===== src/hw/rtl/urxifb_pkg.sv =====
`timescale 1ns / 1ps
// ---------------------------------------------------------------------------
// UART receive frame buffer package
// Shared opcodes, field widths and the sequencer state type.
// ---------------------------------------------------------------------------
package urxifb_pkg;

   localparam int OPCODE_W   = 2;
   localparam int BYTE_W     = 8;
   localparam int TICK_W     = 32;
   localparam int READ_MAX_W = 7;

   localparam logic [OPCODE_W-1:0] OP_RX_BYTE = 2'd0;
   localparam logic [OPCODE_W-1:0] OP_TICK    = 2'd1;
   localparam logic [OPCODE_W-1:0] OP_READ    = 2'd2;

   localparam logic [TICK_W-1:0] IDLE_LIMIT_RESET = 32'd10;

   typedef enum logic [2:0] {
      ST_IDLE  = 3'b001,
      ST_READ  = 3'b010,
      ST_EMPTY = 3'b100
   } state_type;

endpackage


===== src/hw/rtl/urxifb_store.sv =====
`timescale 1ns / 1ps
// ---------------------------------------------------------------------------
// UART receive frame buffer byte store
// Single write port, single read port, registered read data.
// ---------------------------------------------------------------------------
module urxifb_store #(
   parameter int BUFFER_DEPTH = 64,
   parameter int AW = 6
) (
   input  logic                            clock,
   input  logic                            wr_en,
   input  logic [AW-1:0]                   wr_addr,
   input  logic [urxifb_pkg::BYTE_W-1:0]   wr_data,
   input  logic                            rd_en,
   input  logic [AW-1:0]                   rd_addr,
   output logic [urxifb_pkg::BYTE_W-1:0]   rd_data
);
   import urxifb_pkg::*;

   logic [BYTE_W-1:0] store_ff [BUFFER_DEPTH];
   logic [BYTE_W-1:0] rd_data_ff;

   always_ff @(posedge clock) begin
      if (wr_en) begin
         store_ff[wr_addr] <= wr_data;
      end
      if (rd_en) begin
         rd_data_ff <= store_ff[rd_addr];
      end
   end

   assign rd_data = rd_data_ff;

endmodule


===== src/hw/rtl/uart_rx_idle_frame_buffer_top.sv =====
`timescale 1ns / 1ps
// ---------------------------------------------------------------------------
// UART receive frame buffer with idle-line detection
// Request channel carries received bytes, timer ticks and read requests.
// Byte and tick words are accepted back to back, also while a response
// word waits on a stalled response channel.
// A read word holds req_stall high until its burst is done, with one store
// read per cycle through the registered memory port while responses flow;
// each byte is staged in the store's read register, then the response one.
// An empty read (flag clear, nothing pending or read_max zero) emits one
// word with has_data 0 and last_of_run 1 from the empty state.
// A stalled response word holds; the burst pauses with it, and the next
// store read waits until the staged byte has moved on.
// csr_wr_en writes idle_limit; write it only while the block is idle.
// Reset clears pointers, flag, last tick and sets idle_limit to 10;
// store contents are left as they are and need no clearing pass.
// ---------------------------------------------------------------------------
module uart_rx_idle_frame_buffer_top #(
   parameter int BUFFER_DEPTH = 64
) (
   input  logic                               clock,
   input  logic                               reset,
   input  logic                               req_valid,
   output logic                               req_stall,
   input  logic [urxifb_pkg::OPCODE_W-1:0]    req_opcode,
   input  logic [urxifb_pkg::BYTE_W-1:0]      req_rx_byte,
   input  logic [urxifb_pkg::TICK_W-1:0]      req_tick_now,
   input  logic [urxifb_pkg::READ_MAX_W-1:0]  req_read_max,
   output logic                               rsp_valid,
   input  logic                               rsp_stall,
   output logic [urxifb_pkg::BYTE_W-1:0]      rsp_data_byte,
   output logic                               rsp_has_data,
   output logic                               rsp_last_of_run,
   input  logic                               csr_wr_en,
   input  logic [urxifb_pkg::TICK_W-1:0]      csr_wr_data
);
   import urxifb_pkg::*;

   localparam int AW = (BUFFER_DEPTH > 1) ? $clog2(BUFFER_DEPTH) : 1;
   localparam int IW = $clog2(BUFFER_DEPTH + 1);
   localparam logic [IW-1:0] FULL_IDX = IW'(BUFFER_DEPTH);

   state_type              state_ff, state_in;
   logic [IW-1:0]          wr_idx_ff, wr_idx_in;
   logic [IW-1:0]          rd_idx_ff, rd_idx_in;
   logic [TICK_W-1:0]      last_tick_ff, last_tick_in;
   logic                   done_ff, done_in;
   logic [TICK_W-1:0]      idle_limit_ff;
   logic [AW-1:0]          burst_addr_ff, burst_addr_in;
   logic [READ_MAX_W-1:0]  burst_left_ff, burst_left_in;
   logic                   mem_vld_ff, mem_vld_in;
   logic                   mem_last_ff, mem_last_in;
   logic                   rsp_valid_ff, rsp_valid_in;
   logic [BYTE_W-1:0]      rsp_data_ff, rsp_data_in;
   logic                   rsp_has_ff, rsp_has_in;
   logic                   rsp_last_ff, rsp_last_in;

   logic                   req_accept;
   logic                   out_load;
   logic                   wr_en;
   logic                   rd_en;
   logic [BYTE_W-1:0]      rd_data;
   logic [TICK_W-1:0]      elapsed;
   logic [READ_MAX_W-1:0]  pending;
   logic [READ_MAX_W-1:0]  count;
   logic [READ_MAX_W-1:0]  rd_sum;

   urxifb_store #(
      .BUFFER_DEPTH (BUFFER_DEPTH),
      .AW           (AW)
   ) u_store (
      .clock   (clock),
      .wr_en   (wr_en),
      .wr_addr (wr_idx_ff[AW-1:0]),
      .wr_data (req_rx_byte),
      .rd_en   (rd_en),
      .rd_addr (burst_addr_ff),
      .rd_data (rd_data)
   );

   assign req_stall  = (state_ff != ST_IDLE);
   assign req_accept = req_valid && !req_stall;
   assign out_load   = !rsp_valid_ff || !rsp_stall;
   assign wr_en      = req_accept && (req_opcode == OP_RX_BYTE) && (wr_idx_ff != FULL_IDX);
   assign rd_en      = (state_ff == ST_READ) && (burst_left_ff != '0)
                       && (!mem_vld_ff || out_load);
   assign elapsed    = req_tick_now - last_tick_ff;
   assign pending    = (wr_idx_ff > rd_idx_ff) ? READ_MAX_W'(wr_idx_ff - rd_idx_ff) : '0;
   assign count      = (pending < req_read_max) ? pending : req_read_max;
   assign rd_sum     = READ_MAX_W'(rd_idx_ff) + count;

   always_comb begin
      state_in      = state_ff;
      wr_idx_in     = wr_idx_ff;
      rd_idx_in     = rd_idx_ff;
      last_tick_in  = last_tick_ff;
      done_in       = done_ff;
      burst_addr_in = burst_addr_ff;
      burst_left_in = burst_left_ff;
      mem_vld_in    = mem_vld_ff;
      mem_last_in   = mem_last_ff;
      rsp_valid_in  = rsp_valid_ff;
      rsp_data_in   = rsp_data_ff;
      rsp_has_in    = rsp_has_ff;
      rsp_last_in   = rsp_last_ff;

      if (out_load) begin
         rsp_valid_in = 1'b0;
      end

      unique case (state_ff)
         ST_IDLE: begin
            if (req_accept) begin
               unique case (req_opcode)
                  OP_RX_BYTE: begin
                     if (wr_en) begin
                        wr_idx_in = wr_idx_ff + IW'(1);
                     end
                     done_in      = 1'b0;
                     last_tick_in = req_tick_now;
                  end
                  OP_TICK: begin
                     if (elapsed > idle_limit_ff) begin
                        done_in = 1'b1;
                     end
                  end
                  OP_READ: begin
                     if (!done_ff || count == '0) begin
                        state_in = ST_EMPTY;
                     end else begin
                        state_in      = ST_READ;
                        burst_addr_in = rd_idx_ff[AW-1:0];
                        burst_left_in = count;
                     end
                     if (done_ff) begin
                        done_in = 1'b0;
                        if (rd_sum >= READ_MAX_W'(wr_idx_ff)) begin
                           rd_idx_in = '0;
                           wr_idx_in = '0;
                        end else begin
                           rd_idx_in = IW'(rd_sum);
                        end
                     end
                  end
                  default: begin
                  end
               endcase
            end
         end
         ST_READ: begin
            if (out_load && mem_vld_ff) begin
               rsp_valid_in = 1'b1;
               rsp_data_in  = rd_data;
               rsp_has_in   = 1'b1;
               rsp_last_in  = mem_last_ff;
               mem_vld_in   = 1'b0;
               if (mem_last_ff) begin
                  state_in = ST_IDLE;
               end
            end
            if (rd_en) begin
               mem_vld_in    = 1'b1;
               mem_last_in   = (burst_left_ff == READ_MAX_W'(1));
               burst_left_in = burst_left_ff - READ_MAX_W'(1);
               burst_addr_in = burst_addr_ff + AW'(1);
            end
         end
         ST_EMPTY: begin
            if (out_load) begin
               rsp_valid_in = 1'b1;
               rsp_data_in  = '0;
               rsp_has_in   = 1'b0;
               rsp_last_in  = 1'b1;
               state_in     = ST_IDLE;
            end
         end
         default: begin
            state_in = ST_IDLE;
         end
      endcase
   end

   always_ff @(posedge clock) begin
      if (reset) begin
         state_ff      <= ST_IDLE;
         wr_idx_ff     <= '0;
         rd_idx_ff     <= '0;
         last_tick_ff  <= '0;
         done_ff       <= 1'b0;
         idle_limit_ff <= IDLE_LIMIT_RESET;
         burst_left_ff <= '0;
         mem_vld_ff    <= 1'b0;
         rsp_valid_ff  <= 1'b0;
      end else begin
         state_ff      <= state_in;
         wr_idx_ff     <= wr_idx_in;
         rd_idx_ff     <= rd_idx_in;
         last_tick_ff  <= last_tick_in;
         done_ff       <= done_in;
         burst_left_ff <= burst_left_in;
         mem_vld_ff    <= mem_vld_in;
         rsp_valid_ff  <= rsp_valid_in;
         if (csr_wr_en) begin
            idle_limit_ff <= csr_wr_data;
         end
      end
   end

   always_ff @(posedge clock) begin
      burst_addr_ff <= burst_addr_in;
      mem_last_ff   <= mem_last_in;
      rsp_data_ff   <= rsp_data_in;
      rsp_has_ff    <= rsp_has_in;
      rsp_last_ff   <= rsp_last_in;
   end

   assign rsp_valid       = rsp_valid_ff;
   assign rsp_data_byte   = rsp_data_ff;
   assign rsp_has_data    = rsp_has_ff;
   assign rsp_last_of_run = rsp_last_ff;

   a_rd_le_wr: assert property (@(posedge clock) disable iff (reset)
      rd_idx_ff <= wr_idx_ff)
      else $error("read index passed write index");

   a_wr_bound: assert property (@(posedge clock) disable iff (reset)
      wr_idx_ff <= FULL_IDX)
      else $error("write index beyond store depth");

   a_mem_in_burst: assert property (@(posedge clock) disable iff (reset)
      mem_vld_ff |-> (state_ff == ST_READ))
      else $error("staged store data outside a read burst");

   a_empty_is_last: assert property (@(posedge clock) disable iff (reset)
      (rsp_valid_ff && !rsp_has_ff) |-> rsp_last_ff)
      else $error("empty response word not marked last");

endmodule


===== config.mk =====
export PLATFORM = sky130hd
export DESIGN_NAME = uart_rx_idle_frame_buffer_top
export DESIGN_NICKNAME = d
export VERILOG_FILES = /design/src/hw/rtl/urxifb_pkg.sv /design/src/hw/rtl/urxifb_store.sv /design/src/hw/rtl/uart_rx_idle_frame_buffer_top.sv
export SDC_FILE = /design/constraint.sdc
export NUM_CORES = 1
export LEC_CHECK = 0
export ABC_AREA = 1
export BUFFER_PORTS_ARGS = -buffer_cell sky130_fd_sc_hd__buf_4
export CAP_MARGIN = 20
export CELL_PAD_IN_SITES_DETAIL_PLACEMENT = 1
export CELL_PAD_IN_SITES_GLOBAL_PLACEMENT = 2
export CORE_ASPECT_RATIO = 0.8
export CORE_MARGIN = 2
export CORE_UTILIZATION = 41
export DETAILED_ROUTE_END_ITERATION = 6
export PLACE_DENSITY = 0.89
export RECOVER_POWER = 100
export SLEW_MARGIN = 20
export SYNTH_ARGS = -nofsm -noshare
export SYNTH_HDL_FRONTEND = slang
export SYNTH_HIERARCHICAL = 1
export SYNTH_SLANG_ARGS = --single-unit
export TNS_END_PERCENT = 100

===== constraint.sdc =====
create_clock -name clock -period 7.4 [get_ports clock]
set_clock_uncertainty 0.15 [all_clocks]
set_input_delay 0 -clock clock [delete_from_list [all_inputs] [get_ports clock]]
set_output_delay 0 -clock clock [all_outputs]
set_load 0.01 [all_outputs]

# Word-level counts from Yosys, hierarchy flattened
# Memories as Yosys holds them, arrays and structs flattened. A register that Yosys moved wholly into a read port is not among the register bits.
# Index checks and enable logic that the tools add are counted.
# op_classes
add_sub_neg	6
mul	0
div	0
order_cmp	4
eq_ne	19
n_shift	0
n_mux	43
bitwise	0
n_reduce_logical	32
# ops
op	count
7-bit 2-to-1 mux	10
32-bit greater-than comparator	1
32-bit subtractor	1
7-bit one-hot mux with 2 select lines	2
6-bit 2-to-1 mux	4
3-bit 2-to-1 mux	6
8-bit 2-to-1 mux	2
2-bit inequality test (second input constant)	8
8-bit one-hot mux with 2 select lines	1
1-bit 2-to-1 mux	12
6-bit one-hot mux with 2 select lines	1
5-bit AND reduction	2
2-bit nonzero test	5
3-bit one-hot mux with 3 select lines	1
1-bit one-hot mux with 2 select lines	4
4-bit AND reduction	2
7-bit by 1-bit adder with 7-bit output (second input constant)	1
7-bit adder	1
7-bit by 1-bit equality test with 1-bit output (second input constant)	1
7-bit greater-or-equal comparator	1
7-bit greater-than comparator	1
7-bit zero test	1
7-bit < comparator	1
7-bit inequality test (second input constant)	1
other kinds (19)	34
# word_totals
register_bits	108
latch_bits	0
ramBits	512
mem_bits_ro	0
in_bits	86
out_inout_bits	12
n_memories	1
# mem_list
memory	depth	word_bits	rd	rd_ports_with_merged_regs	wr	line	source
u_store.store_ff	64	8	1	1	1	urxifb_store.sv:20	logic [BYTE_W-1:0] store_ff [BUFFER_DEPTH];

# Logic depth before layout (Yosys ltp)
# depth
depth_word	10
ltp_mapped	41

# Hierarchy
# The synthesis kept the hierarchy.
# by_module_without_submodules
module	instances	cells_each	area_per_inst_um2	seq_area_each_um2
urxifb_store	1	1805	21419.3	15615.0
uart_rx_idle_frame_buffer_top	1	1062	7714.9	2332.2

# Least setup slack after synthesis
# OpenSTA, ideal clock, no wires.
# synth_path
kind	register to register
from	register wr_idx_ff[0]
to	register wr_idx_ff[6]
setup_time_ns	0.122
arrival_time_ns	5.637
t_required_ns	7.128
setup_slack_ns	1.492
stages_incl_launch_ff	36
path_buffers	0
cell_sequence	dfxtp_1 > inv_1 > ha_1 > inv_1 > fa_1 > and3_1 > nand2_1 > nand3_1 > or2_2 > nand3_2 > inv_1 > ha_1 > nand2_1 > nor2_1 > a211oi_2 > nand3_1 > nand2_1 > inv_1 > ha_1 > fa_1 > a21oi_1 > o21ai_0 > a21o_1 > a21oi_1 > xor2_1 > xor2_1 > ha_1 > nand2_1 > o2111ai_1 > nand4_1 > nand2_1 > inv_2 > nor3_4 > nand2_2 > nor3_1 > nor3b_2
# synth_between
elab_chain_cells	8
elab_cells_between_ends	15
cone_classes	3 x add/sub; 3 x order compare; 3 x eq/ne; 4 x mux; 2 x reduce/logical
# synth_lines
item	line	source
start: declaration	uart_rx_idle_frame_buffer_top.sv:44	logic [IW-1:0] wr_idx_ff, wr_idx_in;
start signal: assignment	uart_rx_idle_frame_buffer_top.sv:196	wr_idx_ff <= wr_idx_in;
7-bit subtractor / 7-bit greater-than comparator (equally long branches)	uart_rx_idle_frame_buffer_top.sv:88	assign pending = (wr_idx_ff > rd_idx_ff) ? READ_MAX_W'(wr_idx_ff - rd_idx_ff) : '0;
7-bit 2-to-1 mux	uart_rx_idle_frame_buffer_top.sv:88	
7-bit < comparator	uart_rx_idle_frame_buffer_top.sv:89	assign count = (pending < req_read_max) ? pending : req_read_max;
7-bit 2-to-1 mux	uart_rx_idle_frame_buffer_top.sv:89	
7-bit adder	uart_rx_idle_frame_buffer_top.sv:90	assign rd_sum = READ_MAX_W'(rd_idx_ff) + count;
7-bit greater-or-equal comparator	uart_rx_idle_frame_buffer_top.sv:137	if (rd_sum >= READ_MAX_W'(wr_idx_ff)) begin
2-bit inequality test (no source line)	n/a	
6-bit AND reduction (no source line)	n/a	
# Several ways; a longest one is shown, not always the timed one. The select of a mux whose other input is x is not followed.
# A chain may end at the register's enable or synchronous reset.

# Worst setup path in the final report
# layout_path
from	register wr_idx_ff[0]
to	register rd_idx_ff[6]
# layout_between
elab_chain_cells	7
elab_cells_between_ends	8
cone_classes	2 x add/sub; 3 x order compare; 3 x mux
# layout_lines
item	line	source
7-bit subtractor / 7-bit greater-than comparator (equally long branches)	uart_rx_idle_frame_buffer_top.sv:88	
7-bit 2-to-1 mux	uart_rx_idle_frame_buffer_top.sv:88	
7-bit < comparator	uart_rx_idle_frame_buffer_top.sv:89	
7-bit 2-to-1 mux	uart_rx_idle_frame_buffer_top.sv:89	
7-bit adder	uart_rx_idle_frame_buffer_top.sv:90	
7-bit greater-or-equal comparator	uart_rx_idle_frame_buffer_top.sv:137	
7-bit 2-to-1 mux (*)	uart_rx_idle_frame_buffer_top.sv:137	
end signal: assignment	uart_rx_idle_frame_buffer_top.sv:197	rd_idx_ff <= rd_idx_in;
end: declaration	uart_rx_idle_frame_buffer_top.sv:45	logic [IW-1:0] rd_idx_ff, rd_idx_in;
# Every way passes the cells marked *; elsewhere a longest branch is shown, timed or not.

==> flow_metrics.env <==
export IMPL_status="finished, violations left"
export IMPL_violations="max-capacitance violations, max-slew violations"
export IMPL_irDropWorstVdd_uv=194.4
export IMPL_end_kind="flop"
export IMPL_period_share_pct=94.04
export IMPL_worstHoldPathType="in2reg"
export IMPL_seq_area_um2=17950
export IMPL_rows=87
export IMPL_initial_core_util_pct=41.37
export IMPL_syn_area_per_cell_um2=10.16
export IMPL_p_leak_nw=12.86
export IMPL_path_class="reg2reg"
export IMPL_maxCapViolCount=13
export IMPL_nFillCells=7751
export IMPL_clock_latency_ps=630
export IMPL_cp_max_fo=12
export IMPL_synthesis_area_um2=29130
export IMPL_max_freq_ghz=0.1437
export IMPL_grt_overflow_total=0
export IMPL_required_ps=7810
export IMPL_cpMaxStageDelayCell="dlygate4sd3_1"
export IMPL_route_detailed_drc=0
export IMPL_clk_transition_reported_paths_ps=60
export IMPL_power_density_nw_per_um2=286.4
export IMPL_ios=98
export IMPL_slew_headroom_pct=-177.6
export IMPL_gp_congestion=0.8246
export IMPL_placed_cells=3778
export IMPL_cp_slowest_stage_delay_ps=570
export IMPL_portBuffers=97
export IMPL_synth_seq_cells=628
export IMPL_synth_distinct_cells=54
export IMPL_cp_common_cell="nand2_1"
export IMPL_drt_pass1_iterations=5
export IMPL_multi_input_area_um2=9480
export IMPL_vias=22130
export IMPL_worst_slack_ps=440.9
export IMPL_power_mw=9.596
export IMPL_finish_utilization_pct=47.58
export IMPL_postSynth_asyncResetShare_pct=0
export IMPL_ys_warn_count=6
export IMPL_die_w_um=302.0
export IMPL_grt_util_met3_pct=4.080
export IMPL_wl_per_cell_um=21.68
export IMPL_post_route_min_period_ps=6959
export IMPL_hold_violations=0
export IMPL_ys_seq_area_share_pct=61.60
export IMPL_fin_nets=3228
export IMPL_grt_pass1_vias=23630
export IMPL_grt_use_total_pct=24.02
export IMPL_dp_hpwl_um=52780
export IMPL_use_met2_pct=39.20
export IMPL_report_final_slew_viol_count=691
export IMPL_areaGrowthSynthToFinish_pct=15.02
export IMPL_grt_max_degree=174
export IMPL_setup_viol=0
export IMPL_syn_nets=3050
export IMPL_cp_start_kind="flop"
export IMPL_met1_usage_pct=32.49
export IMPL_synth_edff_count=537
export IMPL_ys_flop_type="edfxtp_1"
export IMPL_antenna_left=0
export IMPL_die_area_um2=73220
export IMPL_cts_buffer_depth=3
export IMPL_cts_htree_levels=3
export IMPL_clock_sinks=628
export IMPL_rsz0062_at_grt="no"
export IMPL_fin_cells=4033
export IMPL_drtIter0Drc=1726
export IMPL_antenna_found_initial=4
export IMPL_grt_first_pass_wirelength_um=136200
export IMPL_vias_per_cell=5.488
export IMPL_syn_inst=2867
export IMPL_drive_above_1_share_pct=6.688
export IMPL_cts_buffers_inserted=68
export IMPL_core_um2=70430
export IMPL_cts_tree="done"
export IMPL_pre_cts_slack_ps=326.3
export IMPL_fin_tns_setup_ps=0
export IMPL_worst_slew_pin_slew_ps=4164
export IMPL_root_buffer="clkbuf_16"
export IMPL_critPathArrivalTime_ps=7370
export IMPL_gr_max_usage_layer="met2"
export IMPL_fp_dieH_um=242.4
export IMPL_wl_um=87440
[layout make-up]
cell class	count	area share (%)
timing repair buffer	248	6.239
clock buffer	84	5.351
inverter	194	2.196
clock inverter	36	0.8401
sequential	628	53.57
tap	934	3.487
antenna	4	0.02987
multi-input combinational	1905	28.29
[timing repair]
action                                 in CTS  in global routing
endpoints found under the hold margin     622                  0
hold buffers                              127                  0
buffers inserted                            0                  4
setup endpoints to repair                   0                  6
gates resized for setup                     0                  7
[per-layer routing]
| metal | part of all wire [%] | routed length (um) | up-vias |
|---|---|---|---|
| li1 | - | - | 10240 |
| met1 | 44 | 38820 | 11150 |
| met2 | 48 | 41610 | 579 |
| met3 | 5.1 | 4476 | 161 |
| met4 | 2.9 | 2528 | 0 |
| met5 | 0 | 0 | - |
[path summary, 6_finish.rpt]
kind / slack, ps / endpoint / start / cells past startpoint
worst min-delay path: 20 / state_ff[1]$_SDFFE_PP0P_ / req_read_max[1] / 9
worst max register to register: 440 / rd_idx_ff[6]$_SDFFE_PP0P_ / wr_idx_ff[0]$_SDFFE_PP0P_ / 36
worst min register to register: 310 / last_tick_ff[28]$_SDFFE_PP0P_ / last_tick_ff[28]$_SDFFE_PP0P_ / 2
worst max-delay path: 440 / rd_idx_ff[6]$_SDFFE_PP0P_ / wr_idx_ff[0]$_SDFFE_PP0P_ / 36
[stage by stage]
step                instance area [um2]  hold WS (ps)
global route                      33510         106.4
detailed placement                30290         77.07
floorplan                         29130        -51.13
global placement                  30290         70.44
CTS                               33630         9.960
finish                            33510         18.96
[worst max-delay path: cells and delay by family (launching register included)]
kind                     cells  cell delay [ps]
adder cells (fa/ha/maj)      6             1820
AND/OR/NAND/NOR             14             2000
buffers and inverters        7             1050
XOR/XNOR                     2              420
flip-flops                   1              390
AO/OA/AOI/OAI                7             1050
[cell families (layout without fill, tap and decap cells)]
| logic type | count (synthesis) | after routing | synth area share [%] |
|---|---|---|---|
| simple gates | 1470 | 1470 | 21.74 |
| flops | 628 | 628 | 61.60 |
| buf+inv | 334 | 562 | 5.699 |
| compound gates | 294 | 294 | 5.394 |
| fa+ha+maj | 97 | 97 | 4.243 |
| xor+xnor | 44 | 44 | 1.323 |
| other cells | 0 | 4 | 0 |
[placed cells by master, fill, tap and decap left out, types with 3 or more instances in the layout]
master	n
o21ai_1	7
a31oi_1	5
a21o_1	3
dfxtp_1	89
nor2_1	121
fa_1	3
clkbuf_1	42
inv_1	183
bufinv_16	3
nand3b_1	3
clkbuf_16	69
buf_4	88
nand2_1	815
o211ai_1	3
o21bai_1	5
nand2_2	5
nor3b_1	3
edfxtp_1	537
nor4_1	12
nand3_1	465
diode_2	4
ha_1	94
o21ai_0	101
dlygate4sd3_1	127
clkinvlp_4	3
a211oi_1	4
inv_6	4
clkinv_1	20
xnor2_1	14
xor2_1	30
a21oi_1	153
nor3_1	14
nand4_1	20
clkinv_2	9
clkbuf_4	3
inv_2	4
[registers in the layout, summed over array words and instances, names as in the netlist, 6 cells and up]
| name | count |
|---|---|
| u_store/store_ff | 512 |
| idle_limit_ff | 32 |
| last_tick_ff | 32 |
| rsp_data_byte | 8 |
| u_store/rd_data | 8 |
| burst_left_ff | 7 |
| rd_idx_ff | 7 |
| wr_idx_ff | 7 |
| burst_addr_ff | 6 |
[power breakdown]
group          switching (mW)  internal [mW]  leakage (nW)
clock network            1.40           1.83          1.01
logic                    1.65          0.715          6.28
registers              0.0595           3.94          5.58
[Yosys cell counts, types with 3 or more instances]
cell type,count,share of area (%)
edfxtp_1,537,55
xnor2_1,14,0.42
nand4_1,20,0.43
xor2_1,30,0.90
nor3_1,11,0.19
nor4_1,12,0.26
inv_1,186,2.4
nand2_2,7,0.15
nor2_1,119,1.5
buf_1,10,0.13
buf_2,39,0.67
fa_1,3,0.21
dfxtp_1,91,6.3
nor2_2,3,0.064
o211ai_1,3,0.077
a31oi_1,5,0.11
o21ai_0,102,1.8
inv_2,5,0.064
o21ai_1,6,0.10
nand3b_1,3,0.077
o21bai_1,5,0.13
a21oi_1,153,2.6
a21o_1,3,0.077
nand2_1,813,10
buf_6,37,1.4
buf_4,14,0.36
nand3_1,465,8.0
a211oi_1,4,0.10
ha_1,94,4.0
clkbuf_1,38,0.49
Power figures use the tool's default switching activity.
